==> config.mk <==
export PLATFORM = sky130hd
export DESIGN_NAME = epoch_seconds_to_calendar_top
export DESIGN_NICKNAME = d
export VERILOG_FILES = /design/src/sv/etcal_pkg.sv /design/src/sv/etcal_useq.sv /design/src/sv/etcal_datapath.sv /design/src/sv/epoch_seconds_to_calendar_top.sv
export SDC_FILE = /design/constraint.sdc
export NUM_CORES = 2
export LEC_CHECK = 0
export ABC_AREA = 1
export BUFFER_PORTS_ARGS = -buffer_cell sky130_fd_sc_hd__buf_4
export CORE_MARGIN = 10
export CORE_UTILIZATION = 51
export CTS_CLUSTER_SIZE = 14
export DETAILED_ROUTE_END_ITERATION = 8
export GPL_TIMING_DRIVEN = 0
export PLACE_DENSITY = 0.67
export SYNTH_ARGS = -nofsm -noshare
export SYNTH_HDL_FRONTEND = slang
export SYNTH_SLANG_ARGS = --single-unit
==> constraint.sdc <==
create_clock -name aclk -period 10.6 [get_ports aclk]
set_input_delay 1.59 -clock aclk [delete_from_list [all_inputs] [get_ports aclk]]
set_output_delay 1.59 -clock aclk [all_outputs]
set_load 0.05 [all_outputs]
==> src/sv/etcal_pkg.sv <==
package etcal_pkg;

    localparam int EPOCH_W  = 32;
    localparam int SEC_W    = 6;
    localparam int MIN_W    = 6;
    localparam int HOUR_W   = 5;
    localparam int WDAY_W   = 3;
    localparam int YEAR_W   = 8;
    localparam int MONTH_W  = 4;
    localparam int MDAY_W   = 5;
    localparam int DAYS_W   = 16;   // days since 1970 stays below 49711
    localparam int REM_W    = 6;    // remainder of a division by at most 60
    localparam int PC_W     = 4;
    localparam int YLEN_W   = 9;
    localparam int PROD_W   = 2 * EPOCH_W;
    localparam int SH_W     = 6;

    // micro-operations
    localparam logic [3:0] OP_NOP     = 4'd0;
    localparam logic [3:0] OP_LOAD    = 4'd1;
    localparam logic [3:0] OP_DIV     = 4'd2;
    localparam logic [3:0] OP_SEC     = 4'd3;
    localparam logic [3:0] OP_MIN     = 4'd4;
    localparam logic [3:0] OP_HOUR    = 4'd5;
    localparam logic [3:0] OP_WDAY    = 4'd6;
    localparam logic [3:0] OP_YEAR    = 4'd7;
    localparam logic [3:0] OP_MONTH   = 4'd8;
    localparam logic [3:0] OP_EMIT    = 4'd9;

    // jump conditions: when true the sequencer takes the jump target
    localparam logic [2:0] C_NEVER     = 3'd0;
    localparam logic [2:0] C_NO_BEAT   = 3'd1;
    localparam logic [2:0] C_YEAR_FIT  = 3'd3;
    localparam logic [2:0] C_MONTH_FIT = 3'd4;
    localparam logic [2:0] C_OUT_BUSY  = 3'd5;

    // divisor selects
    localparam logic [1:0] D_60 = 2'd0;
    localparam logic [1:0] D_24 = 2'd1;
    localparam logic [1:0] D_7  = 2'd2;

    localparam logic [REM_W-1:0] SECS_IN_MIN  = 6'd60;
    localparam logic [REM_W-1:0] HOURS_IN_DAY = 6'd24;
    localparam logic [REM_W-1:0] DAYS_IN_WEEK = 6'd7;

    // reciprocals rounded up: the quotient is the product shifted right by the paired amount
    localparam logic [EPOCH_W-1:0] RCP_60 = 32'h8888_8889;
    localparam logic [EPOCH_W-1:0] RCP_24 = 32'hAAAA_AAAB;
    localparam logic [EPOCH_W-1:0] RCP_7  = 32'h9249_2493;
    localparam logic [SH_W-1:0]    SH_60  = 6'd37;
    localparam logic [SH_W-1:0]    SH_24  = 6'd36;
    localparam logic [SH_W-1:0]    SH_7   = 6'd34;

    // program addresses
    localparam logic [PC_W-1:0] A_WAIT  = 4'd0;
    localparam logic [PC_W-1:0] A_DIVS  = 4'd1;
    localparam logic [PC_W-1:0] A_SEC   = 4'd2;
    localparam logic [PC_W-1:0] A_DIVM  = 4'd3;
    localparam logic [PC_W-1:0] A_MIN   = 4'd4;
    localparam logic [PC_W-1:0] A_DIVH  = 4'd5;
    localparam logic [PC_W-1:0] A_HOUR  = 4'd6;
    localparam logic [PC_W-1:0] A_DIVW  = 4'd7;
    localparam logic [PC_W-1:0] A_WDAY  = 4'd8;
    localparam logic [PC_W-1:0] A_YEAR  = 4'd9;
    localparam logic [PC_W-1:0] A_MONTH = 4'd10;
    localparam logic [PC_W-1:0] A_EMIT  = 4'd11;

    // year offsets of the century years inside the 8-bit range
    localparam logic [YEAR_W-1:0] OFF_2100 = 8'd130;
    localparam logic [YEAR_W-1:0] OFF_2200 = 8'd230;
    localparam logic [MONTH_W-1:0] MON_DEC = 4'd11;
    localparam logic [MONTH_W-1:0] MON_FEB = 4'd1;

    typedef struct packed {
        logic [3:0]      op;
        logic [2:0]      cond;
        logic [1:0]      dsel;
        logic [PC_W-1:0] jmp;
        logic [PC_W-1:0] nxt;
    } uword_t;

    typedef struct packed {
        logic [3:0] op;
        logic [1:0] dsel;
    } ctrl_t;

    typedef struct packed {
        logic year_fit;
        logic month_fit;
        logic out_busy;
    } stat_t;

    function automatic uword_t ucode(input logic [PC_W-1:0] addr);
        uword_t w;
        w = '{op: OP_NOP, cond: C_NEVER, dsel: D_60, jmp: A_WAIT, nxt: A_WAIT};
        unique case (addr)
            A_WAIT:  w = '{op: OP_LOAD,  cond: C_NO_BEAT,   dsel: D_60, jmp: A_WAIT,  nxt: A_DIVS};
            A_DIVS:  w = '{op: OP_DIV,   cond: C_NEVER,     dsel: D_60, jmp: A_SEC,   nxt: A_SEC};
            A_SEC:   w = '{op: OP_SEC,   cond: C_NEVER,     dsel: D_60, jmp: A_DIVM,  nxt: A_DIVM};
            A_DIVM:  w = '{op: OP_DIV,   cond: C_NEVER,     dsel: D_60, jmp: A_MIN,   nxt: A_MIN};
            A_MIN:   w = '{op: OP_MIN,   cond: C_NEVER,     dsel: D_60, jmp: A_DIVH,  nxt: A_DIVH};
            A_DIVH:  w = '{op: OP_DIV,   cond: C_NEVER,     dsel: D_24, jmp: A_HOUR,  nxt: A_HOUR};
            A_HOUR:  w = '{op: OP_HOUR,  cond: C_NEVER,     dsel: D_24, jmp: A_DIVW,  nxt: A_DIVW};
            A_DIVW:  w = '{op: OP_DIV,   cond: C_NEVER,     dsel: D_7,  jmp: A_WDAY,  nxt: A_WDAY};
            A_WDAY:  w = '{op: OP_WDAY,  cond: C_NEVER,     dsel: D_7,  jmp: A_YEAR,  nxt: A_YEAR};
            A_YEAR:  w = '{op: OP_YEAR,  cond: C_YEAR_FIT,  dsel: D_7,  jmp: A_YEAR,  nxt: A_MONTH};
            A_MONTH: w = '{op: OP_MONTH, cond: C_MONTH_FIT, dsel: D_7,  jmp: A_MONTH, nxt: A_EMIT};
            A_EMIT:  w = '{op: OP_EMIT,  cond: C_OUT_BUSY,  dsel: D_7,  jmp: A_EMIT,  nxt: A_WAIT};
            default: w = '{op: OP_NOP,   cond: C_NEVER,     dsel: D_60, jmp: A_WAIT,  nxt: A_WAIT};
        endcase
        return w;
    endfunction

    function automatic logic [REM_W-1:0] divisor(input logic [1:0] dsel);
        logic [REM_W-1:0] d;
        unique case (dsel)
            D_60:    d = SECS_IN_MIN;
            D_24:    d = HOURS_IN_DAY;
            D_7:     d = DAYS_IN_WEEK;
            default: d = SECS_IN_MIN;
        endcase
        return d;
    endfunction

    function automatic logic [EPOCH_W-1:0] recip(input logic [1:0] dsel);
        logic [EPOCH_W-1:0] m;
        unique case (dsel)
            D_60:    m = RCP_60;
            D_24:    m = RCP_24;
            D_7:     m = RCP_7;
            default: m = RCP_60;
        endcase
        return m;
    endfunction

    function automatic logic [SH_W-1:0] rshift(input logic [1:0] dsel);
        logic [SH_W-1:0] s;
        unique case (dsel)
            D_60:    s = SH_60;
            D_24:    s = SH_24;
            D_7:     s = SH_7;
            default: s = SH_60;
        endcase
        return s;
    endfunction

    // 1970 + off is divisible by 4 when off is 2 mod 4; 2100 and 2200 are not leap
    function automatic logic is_leap(input logic [YEAR_W-1:0] off);
        return (off[1:0] == 2'd2) && (off != OFF_2100) && (off != OFF_2200);
    endfunction

    function automatic logic [YLEN_W-1:0] year_len(input logic [YEAR_W-1:0] off);
        return is_leap(off) ? 9'd366 : 9'd365;
    endfunction

    function automatic logic [MDAY_W-1:0] month_len(input logic [MONTH_W-1:0] mon,
                                                    input logic leap);
        logic [MDAY_W-1:0] len;
        unique case (mon)
            MON_FEB: len = leap ? 5'd29 : 5'd28;
            4'd3, 4'd5, 4'd8, 4'd10:
                     len = 5'd30;
            default: len = 5'd31;
        endcase
        return len;
    endfunction

endpackage

==> src/sv/etcal_useq.sv <==
module etcal_useq
    import etcal_pkg::*;
(
    input  logic  aclk,
    input  logic  aresetn,
    input  logic  in_valid,
    input  stat_t stat,
    output ctrl_t ctrl,
    output logic  in_ready
);

    logic [PC_W-1:0] pc_reg, pc_next;
    uword_t          word;
    logic            take;

    assign word = ucode(pc_reg);

    always_comb begin
        unique case (word.cond)
            C_NEVER:     take = 1'b0;
            C_NO_BEAT:   take = !in_valid;
            C_YEAR_FIT:  take = stat.year_fit;
            C_MONTH_FIT: take = stat.month_fit;
            C_OUT_BUSY:  take = stat.out_busy;
            default:     take = 1'b0;
        endcase
        pc_next = take ? word.jmp : word.nxt;
    end

    always_ff @(posedge aclk) begin
        if (!aresetn) begin
            pc_reg <= A_WAIT;
        end else begin
            pc_reg <= pc_next;
        end
    end

    assign ctrl.op   = word.op;
    assign ctrl.dsel = word.dsel;
    assign in_ready  = (word.op == OP_LOAD);

endmodule

==> src/sv/etcal_datapath.sv <==
module etcal_datapath
    import etcal_pkg::*;
(
    input  logic                 aclk,
    input  logic                 aresetn,
    input  ctrl_t                ctrl,
    input  logic                 in_valid,
    input  logic [EPOCH_W-1:0]   in_epoch,
    output stat_t                stat,
    output logic                 m_valid,
    input  logic                 m_ready,
    output logic [SEC_W-1:0]     m_second,
    output logic [MIN_W-1:0]     m_minute,
    output logic [HOUR_W-1:0]    m_hour,
    output logic [WDAY_W-1:0]    m_weekday,
    output logic [YEAR_W-1:0]    m_year_offset,
    output logic [MONTH_W-1:0]   m_month,
    output logic [MDAY_W-1:0]    m_day_of_month
);

    logic [EPOCH_W-1:0] q_reg, q_next;
    logic [EPOCH_W-1:0] quo_reg, quo_next;
    logic [DAYS_W-1:0]  days_reg, days_next;
    logic [YEAR_W-1:0]  year_reg, year_next;
    logic [MONTH_W-1:0] mon_reg, mon_next;
    logic [SEC_W-1:0]   sec_reg, sec_next;
    logic [MIN_W-1:0]   min_reg, min_next;
    logic [HOUR_W-1:0]  hour_reg, hour_next;
    logic [WDAY_W-1:0]  wday_reg, wday_next;
    logic               m_valid_reg, m_valid_next;
    logic [SEC_W-1:0]   o_sec_reg, o_sec_next;
    logic [MIN_W-1:0]   o_min_reg, o_min_next;
    logic [HOUR_W-1:0]  o_hour_reg, o_hour_next;
    logic [WDAY_W-1:0]  o_wday_reg, o_wday_next;
    logic [YEAR_W-1:0]  o_year_reg, o_year_next;
    logic [MONTH_W-1:0] o_mon_reg, o_mon_next;
    logic [MDAY_W-1:0]  o_mday_reg, o_mday_next;

    logic [PROD_W-1:0]  prod;
    logic [PROD_W-1:0]  prod_sh;
    logic [REM_W-1:0]   dval;
    logic [REM_W-1:0]   rem;
    logic [YLEN_W-1:0]  ylen;
    logic [MDAY_W-1:0]  mlen;
    logic               out_busy;

    // quotient by reciprocal multiplication; the remainder is below 64, so its low bits do
    assign dval    = divisor(ctrl.dsel);
    assign prod    = PROD_W'(q_reg) * PROD_W'(recip(ctrl.dsel));
    assign prod_sh = prod >> rshift(ctrl.dsel);
    assign rem     = q_reg[REM_W-1:0] - REM_W'(quo_reg[REM_W-1:0] * dval);

    assign ylen = year_len(year_reg);
    assign mlen = month_len(mon_reg, is_leap(year_reg));

    assign out_busy       = m_valid_reg && !m_ready;
    assign stat.year_fit  = (days_reg >= DAYS_W'(ylen));
    assign stat.month_fit = (days_reg >= DAYS_W'(mlen)) && (mon_reg < MON_DEC);
    assign stat.out_busy  = out_busy;

    always_comb begin
        q_next       = q_reg;
        quo_next     = quo_reg;
        days_next    = days_reg;
        year_next    = year_reg;
        mon_next     = mon_reg;
        sec_next     = sec_reg;
        min_next     = min_reg;
        hour_next    = hour_reg;
        wday_next    = wday_reg;
        o_sec_next   = o_sec_reg;
        o_min_next   = o_min_reg;
        o_hour_next  = o_hour_reg;
        o_wday_next  = o_wday_reg;
        o_year_next  = o_year_reg;
        o_mon_next   = o_mon_reg;
        o_mday_next  = o_mday_reg;
        m_valid_next = m_valid_reg && !m_ready;

        unique case (ctrl.op)
            OP_LOAD: begin
                if (in_valid) begin
                    q_next = in_epoch;
                end
            end
            OP_DIV: begin
                quo_next = prod_sh[EPOCH_W-1:0];
            end
            OP_SEC: begin
                sec_next = rem;
                q_next   = quo_reg;
            end
            OP_MIN: begin
                min_next = rem;
                q_next   = quo_reg;
            end
            OP_HOUR: begin
                // 1 january 1970 was a thursday: weekday from days + 4
                hour_next = rem[HOUR_W-1:0];
                days_next = quo_reg[DAYS_W-1:0];
                q_next    = EPOCH_W'(quo_reg[DAYS_W-1:0]) + EPOCH_W'(4);
            end
            OP_WDAY: begin
                wday_next = WDAY_W'(rem[WDAY_W-1:0] + 1'b1);
                year_next = '0;
                mon_next  = '0;
            end
            OP_YEAR: begin
                if (stat.year_fit) begin
                    days_next = days_reg - DAYS_W'(ylen);
                    year_next = year_reg + 1'b1;
                end
            end
            OP_MONTH: begin
                if (stat.month_fit) begin
                    days_next = days_reg - DAYS_W'(mlen);
                    mon_next  = mon_reg + 1'b1;
                end
            end
            OP_EMIT: begin
                if (!out_busy) begin
                    m_valid_next = 1'b1;
                    o_sec_next   = sec_reg;
                    o_min_next   = min_reg;
                    o_hour_next  = hour_reg;
                    o_wday_next  = wday_reg;
                    o_year_next  = year_reg;
                    o_mon_next   = mon_reg + 1'b1;
                    o_mday_next  = MDAY_W'(days_reg[MDAY_W-1:0] + 1'b1);
                end
            end
            default: begin
            end
        endcase
    end

    always_ff @(posedge aclk) begin
        if (!aresetn) begin
            m_valid_reg <= 1'b0;
        end else begin
            m_valid_reg <= m_valid_next;
        end
    end

    always_ff @(posedge aclk) begin
        q_reg      <= q_next;
        quo_reg    <= quo_next;
        days_reg   <= days_next;
        year_reg   <= year_next;
        mon_reg    <= mon_next;
        sec_reg    <= sec_next;
        min_reg    <= min_next;
        hour_reg   <= hour_next;
        wday_reg   <= wday_next;
        o_sec_reg  <= o_sec_next;
        o_min_reg  <= o_min_next;
        o_hour_reg <= o_hour_next;
        o_wday_reg <= o_wday_next;
        o_year_reg <= o_year_next;
        o_mon_reg  <= o_mon_next;
        o_mday_reg <= o_mday_next;
    end

    assign m_valid        = m_valid_reg;
    assign m_second       = o_sec_reg;
    assign m_minute       = o_min_reg;
    assign m_hour         = o_hour_reg;
    assign m_weekday      = o_wday_reg;
    assign m_year_offset  = o_year_reg;
    assign m_month        = o_mon_reg;
    assign m_day_of_month = o_mday_reg;

endmodule

==> src/sv/epoch_seconds_to_calendar_top.sv <==
// Epoch seconds to calendar breakdown (Gregorian, UTC).
// Input channel s_*: one beat carries s_epoch_seconds, unsigned seconds since
// 1970-01-01 00:00:00. Result channel m_*: one beat per input with second,
// minute, hour, weekday (1 is Sunday), year_offset (year - 1970), month (1..12)
// and day_of_month (1..31).
// A small microprogram drives a shared reciprocal multiplier: each of /60, /60,
// /24 and the weekday mod 7 takes a quotient step, then a remainder step; then
// one year a cycle and one month a cycle are stripped.
// s_ready returns once the result is loaded into the output register, so the
// block takes no new input beat until it is through with the current one.
// s_ready is high only while the sequencer waits for an input beat.
// A result waits in the output register while m_ready is low; the next item is
// taken and worked on meanwhile and holds at its last step until the register
// frees.
// Reset (aresetn low, synchronous) returns the sequencer to the wait step and
// drops m_valid; no clearing pass is needed.
module epoch_seconds_to_calendar_top
    import etcal_pkg::*;
(
    input  logic                 aclk,
    input  logic                 aresetn,
    input  logic                 s_valid,
    output logic                 s_ready,
    input  logic [EPOCH_W-1:0]   s_epoch_seconds,
    output logic                 m_valid,
    input  logic                 m_ready,
    output logic [SEC_W-1:0]     m_second,
    output logic [MIN_W-1:0]     m_minute,
    output logic [HOUR_W-1:0]    m_hour,
    output logic [WDAY_W-1:0]    m_weekday,
    output logic [YEAR_W-1:0]    m_year_offset,
    output logic [MONTH_W-1:0]   m_month,
    output logic [MDAY_W-1:0]    m_day_of_month
);

    ctrl_t ctrl;
    stat_t stat;

    etcal_useq u_useq (
        .aclk     (aclk),
        .aresetn  (aresetn),
        .in_valid (s_valid),
        .stat     (stat),
        .ctrl     (ctrl),
        .in_ready (s_ready)
    );

    etcal_datapath u_datapath (
        .aclk           (aclk),
        .aresetn        (aresetn),
        .ctrl           (ctrl),
        .in_valid       (s_valid),
        .in_epoch       (s_epoch_seconds),
        .stat           (stat),
        .m_valid        (m_valid),
        .m_ready        (m_ready),
        .m_second       (m_second),
        .m_minute       (m_minute),
        .m_hour         (m_hour),
        .m_weekday      (m_weekday),
        .m_year_offset  (m_year_offset),
        .m_month        (m_month),
        .m_day_of_month (m_day_of_month)
    );

endmodule

==> summary.txt <==
Clocking
  • Post-CTS Setup Bufs: 0
  • Worst-Skew Late Latency: 0.45 ns
  • # clock sinks: 164
  • Num CTS Buffers: 17
  • Worst-path clk slew: 0.07 ns
  • Max H-tree Level: 4
  • Root Driver: clkbuf_16
  • Cts hold-fix bufs: 0
  • CTS tree: built
  • Buffer depth of the longest clock path: 2

Cells and area
  • Fillers: 6186
  • Final #Nets: 5062
  • # diodes: 0
  • Area grow syn2layout: 7.05%
  • Share of layout cells above drive strength 1: 4.45%
  • Util after Layout: 55.0%

Timing
  • Skew final: 0.0216 ns
  • RSZ-0062 raised after global routing: false
  • Final Setup Violations: 0
  • Pins Over Slew Limit: 0
  • Relative slew slack: 12.9%
  • Tmin final: 10.30 ns
  • Highest Clock Rate: 97.1 MHz
  • Worst slew pin tran: 1.31 ns
  • Final hold vios: 0
  • Final Cycle Share: 97.2%

GRT
  • Grt ovf: 0
  • Grt met1 use: 41.2%
  • Global routing's busiest layer: met2
  • Met3 GRT Util: 3.97%
  • Antenna violations before repair: 1
  • Number of global-route vias before repair: 27210
  • Largest net degree at the start of global routing: 36
  • GR Util All Layers: 29.9%
  • Met2 Track Usage GR: 47.5%
  • First-pass GRT wire length: 167000 um

Synth
  • Synthesized area per cell: 8.20 sq um
  • Syn_nets: 4965
  • Post-synth cell types: 49
  • Area contributors post-synth: fa_1 32%, ha_1 14%, edfxtp_1 14%, inv_1 12%, nand2_1 7.9%
  • Leading area contributor after synthesis: fa_1
  • Post-synthesis sequential area ratio: 14.5%
  • YS warnings: 0
  • #FFs+latches synth: 164
  • Top-area cell type share of the netlist area: 32.0%
  • Post-synthesis cell count: 4021
  • Synthesized area: 33000 sq um

Worst hold path
  • Worst hold stages: 0
  • Worst min path class: register to register

Floorplanning
  • Rows: 93
  • Chip width: 274 um
  • CORE AREA: 64200 sq um
  • I/O pins: 75
  • Die height: 274 um
  • Die ar.: 75200 sq um
  • Initial Util: 51.3%

Critical path
  • CP startpoint: u_useq.word[8]$_SDFF_PP0_
  • Worst r2r path cells: 34
  • Reg2reg end: u_datapath.quo_reg[15]$_DFFE_PN_
  • Crit. End Element: register
  • CP Data Arrival Time: 10.49 ns
  • Most frequent CP cell: inv_1
  • Worst EP required: 10.79 ns
  • CP max-delay cell: clkdlybuf4s15_1
  • Startpoint Class: register
  • Worst r2r src: u_useq.word[8]$_SDFF_PP0_
  • Worst path max stage delay: 0.75 ns
  • R2R Setup Slk: 0.30 ns
  • Critical path capture point: u_datapath.quo_reg[15]$_DFFE_PN_
  • CP Max Fanout: 10
  • Worst setup path class: register to register

Routing
  • Residual DRC: 0
  • Detail Route Antenna Nets: 0
  • DRT Pass-1 Iters: 6
  • Iter 0 DRT Violations: 2851
  • Detailed-route wire length per cell: 22.0 um
  • Via count: 26910
  • Via density: 5.40
  • Detailed Route WL: 110000 um

Status
  • Status: finished, final reports clean

Flow run
  • MaxCap Viol Count: 0

Place
  • Dpl hpwl: 98300 um
  • Port buffer count: 74
  • Final GP Congestion: 1.02
[worst min-delay path by stage]
stage	startpoint	end	slack, ns
global route	u_datapath.min_reg[0]$_DFFE_PN_	u_datapath.m_minute[0]$_DFFE_PP_	0.42
CTS	u_datapath.sec_reg[3]$_DFFE_PP_	u_datapath.m_second[3]$_DFFE_PP_	0.42
detailed placement	u_datapath.hour_reg[0]$_DFFE_PP_	u_datapath.m_hour[0]$_DFFE_PP_	0.40
finish	u_datapath.wday_reg[0]$_DFFE_PP_	u_datapath.m_weekday[0]$_DFFE_PP_	0.42
floorplan	u_datapath.hour_reg[0]$_DFFE_PP_	u_datapath.m_hour[0]$_DFFE_PP_	0.40
global placement	u_datapath.sec_reg[1]$_DFFE_PP_	u_datapath.m_second[1]$_DFFE_PP_	0.40
[cell usage in the layout (no fill, tap or decap), types with 22 or more instances in the layout]
| master | n |
|---|---|
| clkbuf_1 | 22 |
| fa_1 | 527 |
| nand3_1 | 248 |
| edfxtp_1 | 149 |
| ha_1 | 381 |
| o21bai_1 | 24 |
| nor2_1 | 352 |
| nand2_1 | 697 |
| o21ai_0 | 98 |
| a21oi_1 | 128 |
| buf_4 | 75 |
| inv_1 | 1065 |
| xor2_1 | 73 |
| nor3_1 | 28 |
[cell type report]
cell class	count	area (sq um)	share of cell area, %
Tap cell	855	1070	3.03
Multi-Input combinational cell	2734	24000	67.9
Buffer	46	205	0.581
Timing Repair Buffer	78	613	1.74
Clock buffer	17	425	1.20
Sequential cell	164	4770	13.5
Inverter	1077	4050	11.5
Clock inverter	15	180	0.510
[worst max-delay path, delay by kind of cell, from the launching register on]
family / cells / cell delay (ns)
buffers and inverters: 12 / 3.24
AND/OR/NAND/NOR: 12 / 1.77
adder cells (fa/ha/maj): 10 / 4.61
flip-flops: 1 / 0.41
[kinds of logic (layout without fill, tap and decap cells)]
| family | after synthesis | after routing | synth area share [%] |
|---|---|---|---|
| flops | 164 | 164 | 14.5 |
| xor+xnor | 84 | 84 | 2.23 |
| simple gates | 1394 | 1394 | 17.7 |
| compound gates | 348 | 348 | 6.31 |
| fa+ha+maj | 908 | 908 | 46.4 |
| buf+inv | 1123 | 1233 | 12.9 |
[through the flow]
stage / hold slack, ns / worst slack [ns] / std cells / setup TNS, ns / area, sq um
2_1_floorplan: 0.400 / 3.15 / 4021 / 0 / 33000
3_3_place_gp: 0.402 / -0.0228 / 4950 / -0.0667 / 34600
3_5_place_dp: 0.405 / 0.0833 / 4954 / 0 / 34700
4_1_cts: 0.422 / 0.0187 / 4986 / 0 / 35300
5_1_grt: 0.422 / 0.00651 / 4986 / 0 / 35300
6_report: 0.418 / 0.297 / 4986 / 0 / 35300
[synth_stat cells (all sizes together)]
cell type / count
a211oi: 2
a21boi: 3
a21o: 19
a21oi: 128
a22o: 15
a22oi: 12
a31o: 9
a31oi: 1
buf: 21
clkbuf: 25
clkinv: 2
dfxtp: 15
edfxtp: 149
fa: 527
ha: 381
inv: 1075
nand2: 713
nand3: 249
nand3b: 13
nand4: 11
nor2: 363
nor3: 30
nor4: 9
o2111ai: 1
o211ai: 8
o21a: 4
o21ai: 106
o21bai: 24
o221ai: 6
o311ai: 5
o31ai: 5
or2: 6
xnor2: 11
xor2: 73
[metal layers]
layer / share of wire (%) / wire length [um] / up-vias
li1: - / - / 12510
met3: 7.7 / 8490 / 185
met5: 0.012 / 13 / -
met2: 45 / 49300 / 1150
met4: 4.5 / 4890 / 2
met1: 43 / 47100 / 13063
[repair_timing]
action,4_1_cts,5_1_grt
endpoints found under the setup margin,0,32
resized for setup,0,14
hold endpoints to repair,0,0
Power is not shown: default switching activity piles up to over one toggle a cycle in this logic, so the estimate is an artifact.
